===== config.mk =====
export PLATFORM = sky130hd
export DESIGN_NAME = lru_key_value_cache
export DESIGN_NICKNAME = d
export VERILOG_FILES = /design/src/lkvc_pkg.sv /design/src/lkvc_cell.sv /design/src/lru_key_value_cache.sv
export SDC_FILE = /design/constraint.sdc
export NUM_CORES = 1
export LEC_CHECK = 0
export BUFFER_PORTS_ARGS = -buffer_cell sky130_fd_sc_hd__buf_2
export CORE_ASPECT_RATIO = 1.4
export CORE_UTILIZATION = 51
export CTS_BUF_LIST = sky130_fd_sc_hd__clkbuf_16
export DETAILED_ROUTE_END_ITERATION = 8
export GPL_TIMING_DRIVEN = 1
export HOLD_SLACK_MARGIN = 0.08
export PLACE_DENSITY = 0.77
export SLEW_MARGIN = 10
export SYNTH_ARGS = -nofsm -noshare
export SYNTH_HDL_FRONTEND = slang
export SYNTH_SLANG_ARGS = --single-unit

===== constraint.sdc =====
create_clock -name clock -period 7 [get_ports clock]
set_input_delay 0.35 -clock clock [delete_from_list [all_inputs] [get_ports clock]]
set_output_delay 0.35 -clock clock [all_outputs]
set_load 0.01 [all_outputs]

===== src/lkvc_pkg.sv =====
// shared types and constants for the lru key-value cache
`default_nettype none

package lkvc_pkg;

   localparam int DEFAULT_MAX_ENTRIES = 16;
   localparam int CAPACITY_W          = 5;
   localparam int CAPACITY_RESET      = 16;
   localparam int DATA_W              = 32;

   localparam logic OP_GET = 1'b0;
   localparam logic OP_PUT = 1'b1;

   typedef struct packed {
      logic                     valid;
      logic signed [DATA_W-1:0] key;
      logic signed [DATA_W-1:0] value;
   } entry_type;

   typedef struct packed {
      logic clear;
      logic take;
   } cell_ctl_type;

endpackage

`default_nettype wire


===== src/lkvc_cell.sv =====
// one recency slot of the chain: holds an entry, loads its neighbor's entry on take
`default_nettype none

module lkvc_cell (
   input  wire logic                                clock,
   input  wire logic                                reset,
   input  wire lkvc_pkg::cell_ctl_type              ctl,
   input  wire lkvc_pkg::entry_type                 prev,
   input  wire logic signed [lkvc_pkg::DATA_W-1:0]  lookup_key,
   output lkvc_pkg::entry_type                      entry,
   output logic                                     match
);

   logic                                valid_ff;
   logic signed [lkvc_pkg::DATA_W-1:0]  key_ff;
   logic signed [lkvc_pkg::DATA_W-1:0]  value_ff;

   always_ff @(posedge clock) begin
      if (reset || ctl.clear) begin
         valid_ff <= 1'b0;
      end else if (ctl.take) begin
         valid_ff <= prev.valid;
      end
   end

   always_ff @(posedge clock) begin
      if (ctl.take) begin
         key_ff   <= prev.key;
         value_ff <= prev.value;
      end
   end

   assign entry.valid = valid_ff;
   assign entry.key   = key_ff;
   assign entry.value = value_ff;
   assign match       = valid_ff && (key_ff == lookup_key);

endmodule

`default_nettype wire


===== src/lru_key_value_cache.sv =====
// top level of the lru key-value cache: request control and the chain of recency cells
`default_nettype none

// Fully associative key-value cache with least-recently-used replacement, kept
// as a chain of cells ordered by recency (cell 0 is the most recent). An item is
// taken when start is high and busy is low; busy then stays high for one cycle
// while the chain shifts, so the block takes no new item until the shift is done.
// The compare across all cells happens in the cycle the item is taken, the shift
// of the chain in the next one, and the result strobe rsp_valid is high for one
// cycle, registered from the update state. The receiver cannot hold results
// off. A write of csr_write_data (capacity, 0 acts as 1, above MAX_ENTRIES acts
// as MAX_ENTRIES) empties the cache in the same cycle.
module lru_key_value_cache #(
   parameter int MAX_ENTRIES = lkvc_pkg::DEFAULT_MAX_ENTRIES
) (
   input  wire logic                                clock,
   input  wire logic                                reset,
   input  wire logic                                start,
   output logic                                     busy,
   input  wire logic                                req_operation,
   input  wire logic signed [lkvc_pkg::DATA_W-1:0]  req_key,
   input  wire logic signed [lkvc_pkg::DATA_W-1:0]  req_value,
   output logic                                     rsp_valid,
   output logic                                     rsp_found,
   output logic signed [lkvc_pkg::DATA_W-1:0]       rsp_read_value,
   output logic                                     rsp_evicted,
   input  wire logic                                csr_write_enable,
   input  wire logic [lkvc_pkg::CAPACITY_W-1:0]     csr_write_data
);

   localparam int POS_W = (MAX_ENTRIES > 1) ? $clog2(MAX_ENTRIES) : 1;
   localparam int CNT_W = $clog2(MAX_ENTRIES + 1);

   localparam logic ST_IDLE   = 1'b0;
   localparam logic ST_UPDATE = 1'b1;

   logic state_ff, state_in;

   logic [lkvc_pkg::CAPACITY_W-1:0] capacity_ff;
   logic [CNT_W-1:0]                count_ff, count_in;
   logic [CNT_W-1:0]                eff_capacity;

   logic                                operation_ff;
   logic signed [lkvc_pkg::DATA_W-1:0]  key_ff;
   logic signed [lkvc_pkg::DATA_W-1:0]  value_ff;
   logic                                hit_ff, hit_in;
   logic [POS_W-1:0]                    hit_pos_ff, hit_pos_in;
   logic signed [lkvc_pkg::DATA_W-1:0]  hit_value_ff, hit_value_in;

   logic                                rsp_valid_ff, rsp_valid_in;
   logic                                rsp_found_ff, rsp_found_in;
   logic signed [lkvc_pkg::DATA_W-1:0]  rsp_read_value_ff, rsp_read_value_in;
   logic                                rsp_evicted_ff, rsp_evicted_in;

   lkvc_pkg::entry_type entries [MAX_ENTRIES];
   lkvc_pkg::entry_type new_entry;
   logic [MAX_ENTRIES-1:0] match_vec;
   logic [MAX_ENTRIES-1:0] valid_vec;
   logic                   accept;
   logic                   shift_en;
   logic [POS_W-1:0]       shift_last;

   assign accept = start && !busy;
   assign busy   = (state_ff == ST_UPDATE);

   // clamp the capacity register into 1 .. MAX_ENTRIES
   always_comb begin
      int cap;
      cap = int'(capacity_ff);
      if (cap == 0) begin
         eff_capacity = CNT_W'(1);
      end else if (cap > MAX_ENTRIES) begin
         eff_capacity = CNT_W'(MAX_ENTRIES);
      end else begin
         eff_capacity = CNT_W'(cap);
      end
   end

   // lookup against the request ports in the accept cycle; keys are unique
   always_comb begin
      hit_in       = 1'b0;
      hit_pos_in   = '0;
      hit_value_in = '0;
      for (int i = MAX_ENTRIES - 1; i >= 0; i--) begin
         if (match_vec[i]) begin
            hit_in     = 1'b1;
            hit_pos_in = POS_W'(i);
         end
         hit_value_in = hit_value_in | (match_vec[i] ? entries[i].value : '0);
      end
   end

   // decide how far down the chain entries slide toward the tail, the new count and the response
   always_comb begin
      shift_en          = 1'b0;
      shift_last        = '0;
      count_in          = count_ff;
      rsp_valid_in      = 1'b0;
      rsp_found_in      = 1'b0;
      rsp_read_value_in = '0;
      rsp_evicted_in    = 1'b0;
      new_entry.valid   = 1'b1;
      new_entry.key     = key_ff;
      new_entry.value   = (operation_ff == lkvc_pkg::OP_PUT) ? value_ff : hit_value_ff;
      if (state_ff == ST_UPDATE) begin
         rsp_valid_in = 1'b1;
         if (hit_ff) begin
            shift_en     = 1'b1;
            shift_last   = hit_pos_ff;
            rsp_found_in = 1'b1;
            if (operation_ff == lkvc_pkg::OP_GET) begin
               rsp_read_value_in = hit_value_ff;
            end
         end else if (operation_ff == lkvc_pkg::OP_PUT) begin
            shift_en = 1'b1;
            if (count_ff < eff_capacity) begin
               shift_last = POS_W'(count_ff);
               count_in   = count_ff + CNT_W'(1);
            end else begin
               // tail cell holds the least recent entry and falls off
               shift_last     = POS_W'(count_ff - CNT_W'(1));
               rsp_evicted_in = 1'b1;
            end
         end
      end
   end

   always_comb begin
      state_in = state_ff;
      unique case (state_ff)
         ST_IDLE: begin
            if (accept) begin
               state_in = ST_UPDATE;
            end
         end
         ST_UPDATE: begin
            state_in = ST_IDLE;
         end
         default: begin
            state_in = ST_IDLE;
         end
      endcase
   end

   always_ff @(posedge clock) begin
      if (reset) begin
         state_ff     <= ST_IDLE;
         capacity_ff  <= lkvc_pkg::CAPACITY_W'(lkvc_pkg::CAPACITY_RESET);
         count_ff     <= '0;
         rsp_valid_ff <= 1'b0;
         hit_ff       <= 1'b0;
      end else begin
         state_ff     <= state_in;
         rsp_valid_ff <= rsp_valid_in;
         if (csr_write_enable) begin
            capacity_ff <= csr_write_data;
            count_ff    <= '0;
         end else begin
            count_ff <= count_in;
         end
         if (accept) begin
            hit_ff <= hit_in;
         end
      end
   end

   always_ff @(posedge clock) begin
      if (accept) begin
         operation_ff <= req_operation;
         key_ff       <= req_key;
         value_ff     <= req_value;
         hit_pos_ff   <= hit_pos_in;
         hit_value_ff <= hit_value_in;
      end
      rsp_found_ff      <= rsp_found_in;
      rsp_read_value_ff <= rsp_read_value_in;
      rsp_evicted_ff    <= rsp_evicted_in;
   end

   for (genvar i = 0; i < MAX_ENTRIES; i++) begin : g_cell
      lkvc_pkg::cell_ctl_type ctl;
      lkvc_pkg::entry_type    prev;

      assign ctl.clear = csr_write_enable;
      assign ctl.take  = shift_en && (POS_W'(i) <= shift_last);

      if (i == 0) begin : g_head
         assign prev = new_entry;
      end else begin : g_link
         assign prev = entries[i-1];
      end

      lkvc_cell u_cell (
         .clock      (clock),
         .reset      (reset),
         .ctl        (ctl),
         .prev       (prev),
         .lookup_key (req_key),
         .entry      (entries[i]),
         .match      (match_vec[i])
      );

      assign valid_vec[i] = entries[i].valid;
   end

   assign rsp_valid      = rsp_valid_ff;
   assign rsp_found      = rsp_found_ff;
   assign rsp_read_value = rsp_read_value_ff;
   assign rsp_evicted    = rsp_evicted_ff;

   a_result_follows_update: assert property (@(posedge clock) disable iff (reset)
      busy |=> rsp_valid)
      else $error("update cycle not followed by a result");

   a_valid_cells_match_count: assert property (@(posedge clock) disable iff (reset)
      $countones(valid_vec) == int'(count_ff))
      else $error("valid cells disagree with the entry count");

   a_count_within_capacity: assert property (@(posedge clock) disable iff (reset)
      count_ff <= eff_capacity)
      else $error("entry count above capacity");

   a_evict_only_on_miss: assert property (@(posedge clock) disable iff (reset)
      (rsp_valid && rsp_evicted) |-> !rsp_found)
      else $error("eviction reported together with a hit");

endmodule

`default_nettype wire


# Yosys cells after proc, flatten, opt, wreduce, memory -nomap -nowiden
# Cells that the tools add are included.
[classes]
n_lt_le_gt_ge = 18
n_eq_ne = 16
n_reduce_logical = 43
addsub = 2
n_mux = 62
bitwise_logic = 18
[op_table]
columns = ["operator", "count"]
rows = [
  ["two-way mux 32 bit", 17],
  ["== test 32 bit", 16],
  ["OR 32 bit", 15],
  ["two-way mux 4 bit", 12],
  ["logical AND 1 bit", 33],
  ["less-or-equal comparator 4 bit (first input constant)", 8],
  ["two-way mux 1 bit", 24],
  ["less-or-equal comparator 3 x 4 -> 1 bit (first input constant)", 4],
  ["two-way mux 3 bit", 4],
  ["two-way mux 5 bit", 2],
  ["less-or-equal comparator 1 x 4 -> 1 bit (first input constant)", 2],
  ["less-or-equal comparator 2 x 4 -> 1 bit (first input constant)", 2],
  ["OR reduction 8 bit", 1],
  ["OR reduction 3 bit", 2],
  ["adder 5 x 1 -> 5 bit (second input constant)", 1],
  ["greater-than comparator 5 bit (second input constant)", 1],
  ["logical NOT 5 bit", 1],
  ["less-than comparator 5 bit", 1],
  ["two-way mux 2 bit", 2],
  ["AND reduction 4 bit", 1],
  ["OR reduction 2 bit", 2],
  ["OR reduction 4 bit", 1],
  ["subtractor 4 x 1 -> 4 bit (second input constant)", 1],
  ["NOT 1 bit", 3],
  ["3 further kinds", 3],
]
[totals]
output_inout_bits = 36
register_bits = 1188
elab_cells = 223

# Longest topological paths before layout
[logic_depth]
depth_word = 18
depth_mapped = 14
ltp_nobuf = 14

# By module
# Synthesis repeated with hierarchy kept, for this count alone.
[unflattened]
hier_cells = 2557
hier_area_um2 = 45127.0
[modules_own_cells]
columns = ["mod", "area_per_inst_um2", "instances", "cells_each"]
rows = [
  ["lkvc_cell", 2319.7, 16, 112],
  ["lru_key_value_cache", 8011.4, 1, 765],
]

# Least setup slack after synthesis
# OpenSTA, ideal clock, no wires.
[synth_path]
path_kind = "reg-to-reg"
start = "register capacity_ff[4] (netlist name)"
end = "register g_cell[5].u_cell.valid_ff"
slack_ns = -0.004
setup_time_ns = 0.130
path_stages_with_launch = 14
arrival_ns = 6.874
synth_period_minus_slack_ns = 7.004
path_cell_list = "dfxtp_1 -> inv_1 -> nand2_1 -> ha_1 -> nor3b_1 -> o31ai_1 -> a21oi_2 -> nor2_1 -> a21oi_1 -> a22oi_1 -> and2_1 -> o21ai_0 -> mux2i_1 -> nor2_1"
[synth_rtl]
columns = ["element", "line_no", "rtl"]
rows = [
  ["start: declaration", "lru_key_value_cache.sv:39", "logic [lkvc_pkg::CAPACITY_W-1:0] capacity_ff;"],
  ["start signal: assignment", "lru_key_value_cache.sv:148", "capacity_ff <= lkvc_pkg::CAPACITY_W'(lkvc_pkg::CAPACITY_RESET);"],
  ["start signal: assignment", "lru_key_value_cache.sv:156", "capacity_ff <= csr_write_data;"],
  ["end signal: assignment", "lkvc_cell.sv:22", "valid_ff <= prev.valid;"],
  ["end: declaration", "lkvc_cell.sv:14", "logic valid_ff;"],
]

==> summary.md <==
| Metric | Value |
|---|---|
| Status | finished, final reports clean |
| Most used DFF post-synth | edfxtp_1 |
| Share of layout cells above drive strength 1 | 12.18% |
| H-tree Lvls | 3 |
| Critical path capture point | g_cell[9].u_cell.value_ff[22] |
| Crit path kind | reg2reg |
| Sequential fraction of the synthesis area | 77.18% |
| Synth top area share | 74.41% |
| Clock slew seen by the registers of the worst setup and hold paths | 60 ps |
| Critical Path End Type | register |
| Fmax | 217.9 MHz |
| HPWL after detailed placement | 75,520 um |
| Pwr Total | 14.09 mW |
| YS warnings | 0 |
| Initial antenna violation count | 1 |
| Area growth syn-to-layout | 12.66% |
| Relative slew slack | 21.36% |
| First-pass GRT wire length | 176,200 um |
| Netlist Area Pre-Place | 45,400 sq um |
| Detail Route Antenna Nets | 0 |
| Yosys top cell by area | edfxtp_1 |
| CTS buffer count | 101 |
| Worst setup SP type | register |
| Overall Global Routing Usage | 27.37% |
| Via count | 25.38k |
| Largest net degree at the start of global routing | 66 |
| Leak Pwr | 16.45 nW |
| Synth Area per Inst | 17.56 sq um |
| Inserted Diodes | 0 |
| Worst-margin pin slew | 1177 ps |
| DR iter-0 viols | 2,889 |
| CP arrival | 4930 ps |
| Synth cell types | 40 |
| Die Wd | 254.2 um |
| Synthesized instance count | 2,585 |
| Worst setup path start | capacity_ff[4] |
| DRC | 0 |
| Placed cell areas | 47,340 sq um |
| Final Instance Area | 51,150 sq um |
| Router iterations before antenna repair | 6 |
| Core area | 88,290 sq um |
| # IOs | 110 |
| Total grt overflow | 0 |
| Final Critical Period | 4590 ps |
| GP Congestion | 0.9056 |
| Final core occ | 57.94% |
| Max Clock Skew | 44.67 ps |
| Final Hold Vio Count | 0 |
| Clock Sinks | 1,188 |
| Die area | 90,240 sq um |
| Max-Cap Viols | 0 |
| Avg WL per Cell | 30.35 um |
| Clock buffer depth | 3 |
| PwrDens | 275.4 nW/um^2 |
| Worst R2R Setup Slack | 2410 ps |
| Vias in the first global route | 26.47k |
| Synth Register Bits | 1,188 |
| Max VDD drop | 0.2327 mV |
| Hold Path Class | in2reg |
| CP required | 7340 ps |
| Dominant cells by area after synthesis | edfxtp_1 74%, xnor2_1 7.2%, xor2_1 2.8%, dfxtp_1 2.8%, a221oi_1 2.5% |
| Initial Util | 51.42% |
| Finished Layout Cells | 4,035 |
| Reg-to-Reg Start | capacity_ff[4] |
| Cell Rows | 129 |
| Die Span Y | 355.0 um |
| TritonCTS clock tree | yes |
| # placed instances | 3,801 |
| Setup violations, final | 0 |
| Count leader, synth | edfxtp_1 |
| Skew-Pair Late Insertion Delay | 730 ps |
| Asr flop ratio synth | 0% |
| Vias per inst | 6.290 |
| Fin crit share | 65.57% |
| Critical path peak fanout | 35 |
| R2R depth | 12 |
| # port buffers | 109 |
| Syn Nets | 2,665 |
| Final wirelength | 122,400 um |
| Top cells by count, synth | 1,125 x edfxtp_1, 371 x xnor2_1, 147 x xor2_1, 130 x nand4_1 |
| R2r endpoint | g_cell[9].u_cell.value_ff[22] |
| Unrepaired setup endpoints after global routing | false |
| Root Buffer | clkbuf_16 |
| Setup bufs post-CTS | 0 |
| EDFF count, synth | 1,125 |
| Fin Setup TNS | 0 ps |
| Final nets | 2,850 |
| Max-slew violations | 0 |
## metal layers
layer  global-route usage, %  part of all wire [%]  vias to the layer above
met5                       0                 0.011                        -
met4                   15.19                   5.9                        2
met3                   6.429                    11                      437
met2                   47.52                    51                     1820
met1                   30.92                    32                    12760
li1                        -                     -                    10360
## state kept, by name (all words and copies together) (netlist names)
name and count:
busy 1, capacity_ff 5, count_ff 5, g_cell.u_cell.key_ff 512
g_cell.u_cell.valid_ff 16, g_cell.u_cell.value_ff 512, hit_ff 1, hit_pos_ff 4
hit_value_ff 32, key_ff 32, operation_ff 1, rsp_evicted 1
rsp_found 1, rsp_read_value 32, rsp_valid 1, value_ff 32
## kinds of logic after synthesis
group | count (synthesis) | share of synthesized area, %
DFF | 1188 | 77.18
xor gates and xnor gates | 518 | 9.993
and+or+nand+nor | 420 | 5.203
AOI/OAI and AO/OA | 296 | 5.473
buffers and inverters | 141 | 1.629
muxes | 16 | 0.3527
adders and majority gates | 6 | 0.1653
## worst min path at each step
stage / slack [ps] / endpoint / cells past startpoint / from
floorplan: 400 / g_cell[0].u_cell.key_ff[0] / 0 / key_ff[0]
global placement: 400 / g_cell[0].u_cell.key_ff[12] / 0 / key_ff[12]
detailed placement: 400 / g_cell[0].u_cell.key_ff[17] / 0 / key_ff[17]
CTS: 180 / key_ff[18] / 1 / req_key[18]
global route: 210 / key_ff[12] / 2 / req_key[12]
finish: 210 / key_ff[18] / 1 / req_key[18]
## worst max-delay path, cell delays in order (launching register included)
cell and delay [ps]:
dfxtp_1 320, inv_1 130, nand2_1 80, ha_1 310, nor3b_1 260, o31ai_1 160, a21oi_2 360, nor2_1 70
a21oi_1 140, a22oi_1 310, and2_1 390, a21oi_4 940, buf_4 690
## area by class of cell
type / instances / area [sq um]
Inverter: 15 / 58.81
Clock inverter: 88 / 837.1
Tap cell: 1179 / 1475
Timing Repair Buffer: 208 / 1414
Sequential cell: 1188 / 35040
Fill cell: 6329 / 37140
Multi-Input combinational cell: 1256 / 9794
Clock buffer: 101 / 2527
## power breakdown
part	leakage [nW]	switching [mW]	internal [mW]
clock network	1.72	2.60	3.13
registers	10.7	0.0557	7.81
logic	4.00	0.326	0.165
total	16.5	2.98	11.1
## cell usage in the layout (no fill, tap or decap), types with 3 or more instances in the layout
cell / synthesis / layout
edfxtp_1: 1125 / 1125
xnor2_1: 371 / 371
xor2_1: 147 / 147
nand4_1: 130 / 130
a22o_1: 128 / 128
a221oi_1: 128 / 128
buf_2: 66 / 109
clkbuf_16: 0 / 101
nand2_1: 91 / 88
nor2_1: 71 / 68
dfxtp_1: 63 / 63
buf_4: 14 / 53
nor4_1: 46 / 46
dlygate4sd3_1: 0 / 45
nand2b_1: 33 / 33
inv_1: 13 / 30
clkinv_1: 0 / 23
nand3_1: 18 / 18
clkinv_2: 0 / 17
mux2i_1: 16 / 16
nor4_4: 9 / 14
a21oi_1: 16 / 13
bufinv_16: 0 / 13
nor3_1: 7 / 6
ha_1: 6 / 6
inv_2: 2 / 5
inv_6: 0 / 5
or2_2: 4 / 4
o31ai_1: 4 / 4
o21ai_0: 6 / 4
o21a_1: 4 / 3
a21oi_4: 0 / 3
o21ai_4: 0 / 3
nor2_4: 0 / 3
nand2_4: 0 / 3
clkinv_16: 0 / 3
clkinvlp_4: 0 / 3
## what timing repair did
item | CTS | global route
endpoints found under the hold margin | 43 | 0
hold buffers | 45 | 0
resized for setup | 0 | 0
## stage by stage
stage / hold slack [ps] / worst slack [ps]
floorplan: 400.3 / 5.140
global placement: 400.1 / 2623
detailed placement: 404.5 / 2521
CTS: 177.3 / 2457
global route: 206.9 / 2151
finish: 211.6 / 2410
Note: power is estimated with default switching activity, not from simulation.
